## config.mk

```make
export PLATFORM = sky130hd
export DESIGN_NAME = nearest_luminance_ramp_remap
export DESIGN_NICKNAME = d
export VERILOG_FILES = /design/src/rtl/nlr_pkg.sv /design/src/rtl/nlr_cell.sv /design/src/rtl/nearest_luminance_ramp_remap.sv
export SDC_FILE = /design/constraint.sdc
export NUM_CORES = 1
export LEC_CHECK = 0
export BUFFER_PORTS_ARGS = -buffer_cell sky130_fd_sc_hd__buf_2
export CAP_MARGIN = 0
export CORE_UTILIZATION = 52
export CTS_CLUSTER_DIAMETER = 80
export DETAILED_ROUTE_END_ITERATION = 16
export GPL_TIMING_DRIVEN = 0
export MAX_ROUTING_LAYER = met4
export PLACE_DENSITY = 0.67
export SLEW_MARGIN = 20
export SYNTH_ARGS = -nofsm -noshare
export SYNTH_HDL_FRONTEND = slang
export SYNTH_SLANG_ARGS = --single-unit
```

## constraint.sdc

```tcl
create_clock -name clk -period 5.5 [get_ports clk]
set_clock_uncertainty 0.1 [all_clocks]
set_input_delay 1.65 -clock clk [delete_from_list [all_inputs] [get_ports clk]]
set_output_delay 1.65 -clock clk [all_outputs]
set_load 0.02 [all_outputs]
```

## src/rtl/nlr_pkg.sv

```systemverilog
package nlr_pkg;

    localparam int unsigned RAMP_LENGTH_DEFAULT = 16;

    localparam int unsigned SLOT_W   = 4;
    localparam int unsigned COLOR_W  = 8;
    localparam int unsigned CHAN_W   = 8;
    localparam int unsigned BRIGHT_W = 7;
    localparam int unsigned DIST_W   = 8;
    localparam int unsigned TERM_W   = 8;

    localparam logic OP_LOAD = 1'b0;
    localparam logic OP_MAP  = 1'b1;

    localparam logic [COLOR_W-1:0] BLACK_INDEX = 8'd0;
    localparam logic [COLOR_W-1:0] WHITE_INDEX = 8'd31;

    localparam longint unsigned LUMA_DIV    = 5000;
    localparam int unsigned     RECIP_SHIFT = 32;
    localparam longint unsigned LUMA_RECIP  =
        ((64'd1 << RECIP_SHIFT) + LUMA_DIV - 64'd1) / LUMA_DIV;

    localparam logic [31:0] RED_KM   = 32'(64'd1063 * LUMA_RECIP);
    localparam logic [31:0] GREEN_KM = 32'(64'd3576 * LUMA_RECIP);
    localparam logic [31:0] BLUE_KM  = 32'(64'd361 * LUMA_RECIP);

    localparam int unsigned     DIV3_SHIFT = 9;
    localparam logic [TERM_W-1:0] DIV3_MUL = 8'd171;

    typedef struct packed {
        logic                valid;
        logic [BRIGHT_W-1:0] bright;
        logic [DIST_W-1:0]   best;
        logic [COLOR_W-1:0]  pick;
    } token_t;

    typedef struct packed {
        logic                en;
        logic [SLOT_W-1:0]   slot;
        logic [BRIGHT_W-1:0] bright;
        logic [COLOR_W-1:0]  color;
    } load_t;

endpackage

```

## src/rtl/nlr_cell.sv

```systemverilog
module nlr_cell #(
    parameter int unsigned INDEX = 0
) (
    input  logic           clk,
    input  logic           rst_n,
    input  nlr_pkg::load_t  load,
    input  nlr_pkg::token_t tok_in,
    output nlr_pkg::token_t tok_out
);

    logic [nlr_pkg::BRIGHT_W-1:0] bright_reg;
    logic [nlr_pkg::COLOR_W-1:0]  color_reg;
    logic                         valid_reg;
    logic [nlr_pkg::BRIGHT_W-1:0] y_reg;
    logic [nlr_pkg::DIST_W-1:0]   best_reg;
    logic [nlr_pkg::COLOR_W-1:0]  pick_reg;

    logic                         hit;
    logic [nlr_pkg::BRIGHT_W-1:0] distance;
    logic                         take;

    assign hit      = load.en && (32'(load.slot) == INDEX);
    assign distance = (tok_in.bright >= bright_reg) ? (tok_in.bright - bright_reg)
                                                    : (bright_reg - tok_in.bright);
    assign take     = {1'b0, distance} < tok_in.best;

    always_ff @(posedge clk)
    begin
        if (hit)
        begin
            bright_reg <= load.bright;
            color_reg  <= load.color;
        end
    end

    always_ff @(posedge clk or negedge rst_n)
    begin
        if (!rst_n)
        begin
            valid_reg <= 1'b0;
        end
        else
        begin
            valid_reg <= tok_in.valid;
        end
    end

    always_ff @(posedge clk)
    begin
        y_reg    <= tok_in.bright;
        best_reg <= take ? {1'b0, distance} : tok_in.best;
        pick_reg <= take ? color_reg : tok_in.pick;
    end

    assign tok_out.valid  = valid_reg;
    assign tok_out.bright = y_reg;
    assign tok_out.best   = best_reg;
    assign tok_out.pick   = pick_reg;

endmodule

```

## src/rtl/nearest_luminance_ramp_remap.sv

```systemverilog
// Remaps palette colors onto a ramp of color slots by nearest brightness.
// Input channel s_*: one item per handshake. s_tuser is the operation: a load
// item writes the slot given in s_tdata with its palette index and the
// brightness of its RGB and gives no result; a map item gives one result on
// m_*, the palette index of the ramp slot whose brightness is closest (lowest
// slot on a tie). Palette indices 0 and 31 map to themselves.
// Sequence: an accepted item passes through the TERMS, LUMA and DISPATCH states;
// a load item then ends, a map item of index 0 or 31 goes on to DELIVER, and any
// other map item waits in SEARCH for the search token walking the chain of ramp
// cells, one cell a cycle, before DELIVER. One item is in work at a time, so a new
// item is accepted only once the block is back in IDLE.
// The result sits in an output register; the block takes the next item while
// it waits. If the receiver stalls, a finished second result waits inside the
// block and no further item is accepted until the first one is taken.
// Reset clears control state only; every ramp slot must be loaded before a
// map item compares against it.
module nearest_luminance_ramp_remap #(
    parameter int unsigned RAMP_LENGTH = nlr_pkg::RAMP_LENGTH_DEFAULT
) (
    input  logic        clk,
    input  logic        rst_n,
    input  logic        s_tvalid,
    output logic        s_tready,
    input  logic [39:0] s_tdata,  // slot, color_index, red, green, blue, zero pad
    input  logic [0:0]  s_tuser,  // operation
    output logic        m_tvalid,
    input  logic        m_tready,
    output logic [7:0]  m_tdata   // mapped_index
);

    typedef enum logic [2:0] {
        IDLE,
        TERMS,
        LUMA,
        DISPATCH,
        SEARCH,
        DELIVER
    } state_t;

    state_t state_reg;

    logic                          op_reg;
    logic [nlr_pkg::SLOT_W-1:0]    slot_reg;
    logic [nlr_pkg::COLOR_W-1:0]   cidx_reg;
    logic [nlr_pkg::CHAN_W-1:0]    red_reg;
    logic [nlr_pkg::CHAN_W-1:0]    green_reg;
    logic [nlr_pkg::CHAN_W-1:0]    blue_reg;
    logic [nlr_pkg::TERM_W-1:0]    red_term_reg;
    logic [nlr_pkg::TERM_W-1:0]    green_term_reg;
    logic [nlr_pkg::TERM_W-1:0]    blue_term_reg;
    logic [nlr_pkg::BRIGHT_W-1:0]  y_reg;
    logic [nlr_pkg::COLOR_W-1:0]   result_reg;
    logic                          m_tvalid_reg;
    logic [nlr_pkg::COLOR_W-1:0]   m_tdata_reg;

    logic [39:0]                   red_prod;
    logic [39:0]                   green_prod;
    logic [39:0]                   blue_prod;
    logic [nlr_pkg::TERM_W:0]      term_sum;
    logic [16:0]                   div3_prod;
    logic                          special;

    nlr_pkg::load_t                load;
    nlr_pkg::token_t               tok [RAMP_LENGTH+1];
    logic [RAMP_LENGTH:1]          tok_valid;

    assign red_prod   = 40'(red_reg) * 40'(nlr_pkg::RED_KM);
    assign green_prod = 40'(green_reg) * 40'(nlr_pkg::GREEN_KM);
    assign blue_prod  = 40'(blue_reg) * 40'(nlr_pkg::BLUE_KM);

    assign term_sum  = (nlr_pkg::TERM_W+1)'(red_term_reg) + (nlr_pkg::TERM_W+1)'(green_term_reg)
                     + (nlr_pkg::TERM_W+1)'(blue_term_reg);
    assign div3_prod = 17'(term_sum) * 17'(nlr_pkg::DIV3_MUL);

    assign special = (cidx_reg == nlr_pkg::BLACK_INDEX) || (cidx_reg == nlr_pkg::WHITE_INDEX);

    assign load.en     = (state_reg == DISPATCH) && (op_reg == nlr_pkg::OP_LOAD);
    assign load.slot   = slot_reg;
    assign load.bright = y_reg;
    assign load.color  = cidx_reg;

    assign tok[0].valid  = (state_reg == DISPATCH) && (op_reg == nlr_pkg::OP_MAP) && !special;
    assign tok[0].bright = y_reg;
    assign tok[0].best   = '1;
    assign tok[0].pick   = '0;

    for (genvar i = 0; i < RAMP_LENGTH; i++)
    begin : g_cell
        nlr_cell #(
            .INDEX (i)
        ) u_cell (
            .clk     (clk),
            .rst_n   (rst_n),
            .load    (load),
            .tok_in  (tok[i]),
            .tok_out (tok[i+1])
        );
        assign tok_valid[i+1] = tok[i+1].valid;
    end

    assign s_tready = (state_reg == IDLE);
    assign m_tvalid = m_tvalid_reg;
    assign m_tdata  = m_tdata_reg;

    always_ff @(posedge clk or negedge rst_n)
    begin
        if (!rst_n)
        begin
            state_reg    <= IDLE;
            m_tvalid_reg <= 1'b0;
        end
        else
        begin
            if (m_tvalid_reg && m_tready && (state_reg != DELIVER))
            begin
                m_tvalid_reg <= 1'b0;
            end
            case (state_reg)
                IDLE:
                begin
                    if (s_tvalid)
                    begin
                        op_reg    <= s_tuser[0];
                        slot_reg  <= s_tdata[3:0];
                        cidx_reg  <= s_tdata[11:4];
                        red_reg   <= s_tdata[19:12];
                        green_reg <= s_tdata[27:20];
                        blue_reg  <= s_tdata[35:28];
                        state_reg <= TERMS;
                    end
                end
                TERMS:
                begin
                    red_term_reg   <= red_prod[nlr_pkg::RECIP_SHIFT +: nlr_pkg::TERM_W];
                    green_term_reg <= green_prod[nlr_pkg::RECIP_SHIFT +: nlr_pkg::TERM_W];
                    blue_term_reg  <= blue_prod[nlr_pkg::RECIP_SHIFT +: nlr_pkg::TERM_W];
                    state_reg      <= LUMA;
                end
                LUMA:
                begin
                    y_reg     <= div3_prod[nlr_pkg::DIV3_SHIFT +: nlr_pkg::BRIGHT_W];
                    state_reg <= DISPATCH;
                end
                DISPATCH:
                begin
                    if (op_reg == nlr_pkg::OP_LOAD)
                    begin
                        state_reg <= IDLE;
                    end
                    else if (special)
                    begin
                        result_reg <= cidx_reg;
                        state_reg  <= DELIVER;
                    end
                    else
                    begin
                        state_reg <= SEARCH;
                    end
                end
                SEARCH:
                begin
                    if (tok[RAMP_LENGTH].valid)
                    begin
                        result_reg <= tok[RAMP_LENGTH].pick;
                        state_reg  <= DELIVER;
                    end
                end
                DELIVER:
                begin
                    if (!m_tvalid_reg || m_tready)
                    begin
                        m_tvalid_reg <= 1'b1;
                        m_tdata_reg  <= result_reg;
                        state_reg    <= IDLE;
                    end
                end
                default:
                begin
                    state_reg <= IDLE;
                end
            endcase
        end
    end

    a_one_token: assert property (@(posedge clk) disable iff (!rst_n)
        $countones(tok_valid) <= 1)
        else $error("more than one search token in the ramp chain");

    a_exit_in_search: assert property (@(posedge clk) disable iff (!rst_n)
        tok[RAMP_LENGTH].valid |-> (state_reg == SEARCH))
        else $error("search token left the chain outside the search state");

    a_accept_starts: assert property (@(posedge clk) disable iff (!rst_n)
        (s_tvalid && s_tready) |=> (state_reg == TERMS))
        else $error("accepted item did not start brightness computation");

    a_no_overwrite: assert property (@(posedge clk) disable iff (!rst_n)
        (m_tvalid && !m_tready) |=> (m_tvalid && $stable(m_tdata)))
        else $error("pending result was overwritten");

endmodule

```

## Word level (Yosys, flattened, before mapping)

Index checks and enable logic that the tools add are counted.

| operators by class | value |
|---|---|
| div/mod/pow operators | 0 |
| order comparisons | 32 |
| equal/unequal tests | 27 |
| reduce and logical (&&, ||, !) cells | 35 |
| mux-type cells | 59 |
| $mul | 4 |
| bitwise gates (word level) | 1 |
| shifts and indexed selects | 0 |
| add/subtract/negate cells | 34 |

Operator list:

| kind | count |
|---|---|
| $sub A7 B7 Y7 | 32 |
| $mux W7 | 30 |
| $mux W8 | 19 |
| $lt A7 B8 Y1 | 15 |
| $ge A7 B7 Y1 | 16 |
| $mul A8 B28 Y36 const B | 2 |
| $mul A8 B29 Y37 const B | 1 |
| $eq A4 B4 Y1 const B | 8 |
| $logic_and A1 B1 Y1 | 21 |
| $pmux W3 S6 | 1 |
| $eq A4 B3 Y1 const B | 4 |
| $mul A9 B8 Y16 const B | 1 |
| $pmux W8 S2 | 1 |
| $mux W3 | 4 |
| $add A6 B8 Y9 | 1 |
| $add A9 B5 Y9 | 1 |
| $reduce_and A3 Y1 | 3 |
| $eq A4 B2 Y1 const B | 2 |
| $eq A8 B5 Y1 const B | 1 |
| $logic_not A8 Y1 | 1 |
| $lt A7 B8 Y1 const B | 1 |
| $ne A2 B2 Y1 const B | 4 |
| $eq A3 B2 Y1 const B | 2 |
| $eq A3 B3 Y1 const B | 2 |
| 13 further kinds | 19 |

| storage, ports and cells | value |
|---|---|
| word-level logic and storage cells | 315 |
| input bits | 45 |
| memory bits (writable) | 0 |
| output and inout port bits | 10 |
| latch bits | 0 |
| memories | 0 |
| flip-flop bits (word level) | 692 |
| memory bits (read-only) | 0 |

## Logic depth before layout (Yosys ltp)

| depth | value |
|---|---|
| depth in word-level cells | 5 |
| mapped depth | 24 |
| gate-level depth less buffers | 24 |

## Hierarchy

A second synthesis with hierarchy kept.

| unflattened totals | value |
|---|---|
| cells, all modules | 3791 |
| area, all modules | 43172.7 µm² |

Modules (own cells, without submodules):

| module | area each (µm²) | cells each | seq. area each (µm²) | times used |
|---|---|---|---|---|
| nearest_luminance_ramp_remap | 13339.0 | 1264 | 2472.4 | 1 |
| nlr_cell at g_cell[3].u_cell ... | 1799.2 | 147 | 935.9 | 4 |
| nlr_cell at g_cell[0].u_cell ... | 1974.4 | 176 | 935.9 | 3 |
| nlr_cell at g_cell[1].u_cell ... | 1800.5 | 147 | 935.9 | 3 |
| nlr_cell at g_cell[13].u_cell ... | 1971.9 | 176 | 935.9 | 2 |
| nlr_cell at g_cell[4].u_cell ... | 1796.7 | 147 | 935.9 | 2 |
| nlr_cell at g_cell[11].u_cell | 1975.6 | 176 | 935.9 | 1 |
| nlr_cell at g_cell[15].u_cell | 1799.2 | 148 | 935.9 | 1 |

## Worst setup path after synthesis

OpenSTA, ideal clock, no wires.

| timing | value |
|---|---|
| path kind | reg2reg |
| start | register red_term_reg[1] (netlist bit) |
| end | register y_reg[6] (netlist bit), data pin |
| data required time | 5.140 ns |
| slack | 0.002 ns |
| cell stages (with the launch flop) | 25 |
| arrival time | 5.138 ns |
| period minus slack after synthesis | 5.498 ns |
| setup time | 0.260 ns |
| path buffers | 0 |
| cells stage by stage | edfxtp_1 -> inv_1 -> fa_1 -> inv_1 -> ha_1 -> fa_1 -> a21o_1 -> a21oi_1 -> o21bai_1 -> a21oi_1 -> xnor2_1 -> inv_1 -> xnor2_1 -> fa_1 -> inv_1 -> fa_1 -> inv_1 -> ha_1 -> o21a_1 -> o21ai_1 -> a21bo_2 -> a31oi_1 -> a211o_1 -> a21oi_1 -> xnor2_1 |

| on the way | value |
|---|---|
| longest elaborated chain between the ends | 3 |

Ends and longest elaborated chain:

| item | line | source |
|---|---|---|
| start: declaration | nearest_luminance_ramp_remap.sv:48 | `logic [nlr_pkg::TERM_W-1:0] red_term_reg;` |
| start signal: assignment | nearest_luminance_ramp_remap.sv:134 | `red_term_reg <= red_prod[nlr_pkg::RECIP_SHIFT +: nlr_pkg::TERM_W];` |
| $add A6 B8 Y9 | nearest_luminance_ramp_remap.sv:71 | `assign term_sum = (nlr_pkg::TERM_W+1)'(red_term_reg) + (nlr_pkg::TERM_W+1)'(green_term_reg)` |
| $add A9 B5 Y9 | nearest_luminance_ramp_remap.sv:72 | `+ (nlr_pkg::TERM_W+1)'(blue_term_reg);` |
| $mul A9 B8 Y16 | nearest_luminance_ramp_remap.sv:73 | `assign div3_prod = 17'(term_sum) * 17'(nlr_pkg::DIV3_MUL);` |
| named net div3_prod[15] | nearest_luminance_ramp_remap.sv:60 | `logic [16:0] div3_prod;` |
| end signal: assignment | nearest_luminance_ramp_remap.sv:141 | `y_reg <= div3_prod[nlr_pkg::DIV3_SHIFT +: nlr_pkg::BRIGHT_W];` |
| end: declaration | nearest_luminance_ramp_remap.sv:51 | `logic [nlr_pkg::BRIGHT_W-1:0] y_reg;` |

The timed path passes the listed nets, and every way through them passes these cells.
A chain may end at the register's enable or synchronous reset.

## Final worst setup path

| timing | value |
|---|---|
| start | register blue_term_reg[1] (netlist bit) |
| end | register y_reg[4] (netlist bit), data pin |

| on the way | value |
|---|---|
| longest elaborated chain between the ends | 2 |

Ends and longest elaborated chain:

| item | line | source |
|---|---|---|
| start: declaration | nearest_luminance_ramp_remap.sv:50 | `logic [nlr_pkg::TERM_W-1:0] blue_term_reg;` |
| start signal: assignment | nearest_luminance_ramp_remap.sv:136 | `blue_term_reg <= blue_prod[nlr_pkg::RECIP_SHIFT +: nlr_pkg::TERM_W];` |
| $add A9 B5 Y9 | nearest_luminance_ramp_remap.sv:72 |  |
| $mul A9 B8 Y16 | nearest_luminance_ramp_remap.sv:73 |  |
| named net div3_prod[13] | nearest_luminance_ramp_remap.sv:60 |  |

The timed path passes the listed nets, and every way through them passes these cells.

==> metrics <==
TNS Setup=0 ns; drc violations=0; Syn Area/Cell=11.3 um^2; Final Hold Vio Count=0; Synth Register Bits=677; routability cong.=0.887; DP Cell Count=4736; row count=102; Worst EP arrival=5.64 ns; crit-path leading delay family=adder cells; first-pass GRT wire length=131 mm; # fillers=6358; crit path capture type=register; fin crit period=5.40 ns; Overall Global Routing Usage=0.213; PortBufs=50; WL met3=2.33 mm; final worst-path cycle share=0.982; Worst Hold Class=reg2reg; worst skew pair latency=0.62 ns; Initial DRC Count=1071; Avg WL per Cell=16.3 um; drt first pass iters=5; die height=283 um; Post-DP HPWL=62.4 mm; Post-CTS Hold Fix Bufs=0; CP bufs+invs=4; post-synth top area cell=edfxtp_1; CTS Buf Count=76; worst-path fanout max=4; post-route cell area=0.0458 mm^2; Max Freq=185 MHz; cells along the critical path=inv_1 -> fa_1 -> inv_1 -> ha_2 -> fa_2 -> a21o_1 -> a21oi_4 -> o21bai_1 -> a21oi_2 -> xnor2_2 -> ha_1 -> fa_1 -> inv_2 -> fa_1 -> inv_2 -> ha_4 -> o21a_1 -> o21ai_2 -> a21bo_2 -> a31oi_4 -> o21a_1 -> a21oi_2 -> xnor2_1; Final nets=4627; area growth from synthesis to layout=11.7%; Area after DPL=0.0429 mm^2; CP startpoint kind=register; unrepaired setup endpoints after global routing=yes; uppermost routed layer=met4; peak per-stage delay on the critical path=0.55 ns; io pins=55; top post-synthesis cells by area=edfxtp_1, ha_1, dfxtp_1; Mapped Area=0.0410 mm^2; share of the synthesized area in the top cell type=0.233; Congestion Overflow GR=0; share of post-route cells with drive strength above 1=0.121; Post-synth EDFFs=319; Yosys warnings=0; most used cell, CP=fa_1; die area=0.0800 mm^2; Die Width=283 um; vias in the first global route=25912; Worst-Margin Slew=1.06 ns; CTS tree=yes; CORE AREA=0.0777 mm^2; Synth Flop Type=dfxtp_1; critical path class=reg2reg; sequential-to-total area share from yosys stat=0.411; Yosys cell types=75; pin count of the biggest net entering global routing=25; wl on met1=37.7 mm; outcome=complete, no violations; total number of vias=25243; fraction of registers with async set/reset=0.0295; Initial Util=0.528; Syn Nets=4466; vias per cell=5.16; clock sink count=677; final instance count without filler cells=4894; drt total wl=79.6 mm; Req. time, crit path=5.74 ns; Bufs on Longest Clock Path=3; initial antenna violation count=4; Slew Limit Fails=0; CTS Root Cell=clkbuf_16; Final ANT Viol Nets=0; Met2 Routed Length=37.9 mm; Slew HR=0.289; Critical Path Slowest Stage Cell=fa_1; worst setup margin=0.0998 ns; CTS clk-pin slew, worst paths=0.06 ns; Post-Synthesis Cells=3626; H-tree lvl count=3; Setup violations, final=0; worst slack, placed=-0.493 ns; Max Cap Viol=0
==> metal layers <==
layer / up-vias / global-route usage
met5: - / -
met2: 309 / 0.353
met4: 0 / 0.0539
met3: 126 / 0.0280
li1: 12733 / -
met1: 12075 / 0.276
==> logic make-up after synthesis <==
logic type | after synthesis | share of synthesized area
mux | 261 | 0.0702
fa+ha+maj | 795 | 0.282
buf+inv | 706 | 0.0651
xor+xnor | 112 | 0.0239
flops | 677 | 0.411
compound gates | 660 | 0.100
simple gates | 415 | 0.0483
==> cell usage in the layout (no fill, tap or decap), types with 47 or more instances in the layout <==
| master | n |
|---|---|
| fa_1 | 213 |
| clkbuf_16 | 79 |
| xnor2_1 | 59 |
| buf_2 | 67 |
| o21bai_1 | 48 |
| nor2_1 | 97 |
| ha_1 | 576 |
| o21ai_1 | 56 |
| dfxtp_1 | 338 |
| edfxtp_1 | 319 |
| a21oi_1 | 249 |
| inv_1 | 662 |
| nand2_1 | 117 |
| o21ai_0 | 76 |
| xor2_1 | 47 |
| mux2_2 | 171 |
| a21o_1 | 74 |
==> final cells by class <==
class	instances	area (um^2)	share of cell area
antenna	3	7.51	0.000164
sequential	677	16800	0.367
clock inverter	39	490	0.0107
buffer	39	168	0.00366
inverter	667	2500	0.0546
multi-input combinational	2243	21700	0.474
tap	1040	1300	0.0284
timing repair buffer	83	616	0.0134
clock buffer	103	2170	0.0473
==> through the flow <==
stage	hold slack, ns	util
after detailed placement	0.227	0.552
after floorplan	0.223	-
final	0.238	0.590
after CTS	0.240	0.589
after global placement	0.224	0.548
after global routing	0.245	0.590
==> final timing paths <==
path                                                    start                           end  slack, ns  cells after the start
worst max register to register               blue_term_reg[1]                      y_reg[4]        0.1                     23
max in group asynchronous                               rst_n                  state_reg[1]       4.05                      1
worst min register to register  g_cell[0].u_cell.color_reg[0]  g_cell[0].u_cell.pick_reg[0]       0.24                      0
min in group asynchronous                               rst_n    g_cell[3].u_cell.valid_reg       0.90                      1
worst max-delay path                         blue_term_reg[1]                      y_reg[4]        0.1                     23
worst min-delay path            g_cell[0].u_cell.color_reg[0]  g_cell[0].u_cell.pick_reg[0]       0.24                      0
==> Yosys cell counts (all sizes together) (4+ instances only) <==
library cell / count
a221oi: 7
a211o: 10
a211oi: 28
o32a: 9
clkbuf: 22
dfrtp: 20
nand2b: 30
o22ai: 7
or2: 6
a21o: 75
ha: 581
fa: 214
o2111ai: 5
xor2: 48
and2: 4
mux2i: 46
nor2: 110
xnor2: 64
a22oi: 4
nand4: 28
buf: 17
a31oi: 8
o21a: 15
nand2: 117
inv: 666
a21oi: 264
edfxtp: 319
or3: 4
nand4b: 4
and3: 11
o31ai: 6
o211ai: 11
nor2b: 28
nor3: 25
o21bai: 48
nor4: 9
mux2: 215
dfxtp: 338
o21ai: 135
nand3: 32
==> repair_timing <==
action / 4_1_cts / 5_1_grt
gates resized for setup: 22 / 7
endpoints found under the setup margin: 6 / 5
pin swaps: 15 / 20
gates cloned: 0 / 0
buffers inserted: 8 / 5
Power is left out: the tool's default activity adds up to more than one toggle a clock period on the data nets, which glitch-free logic cannot reach.
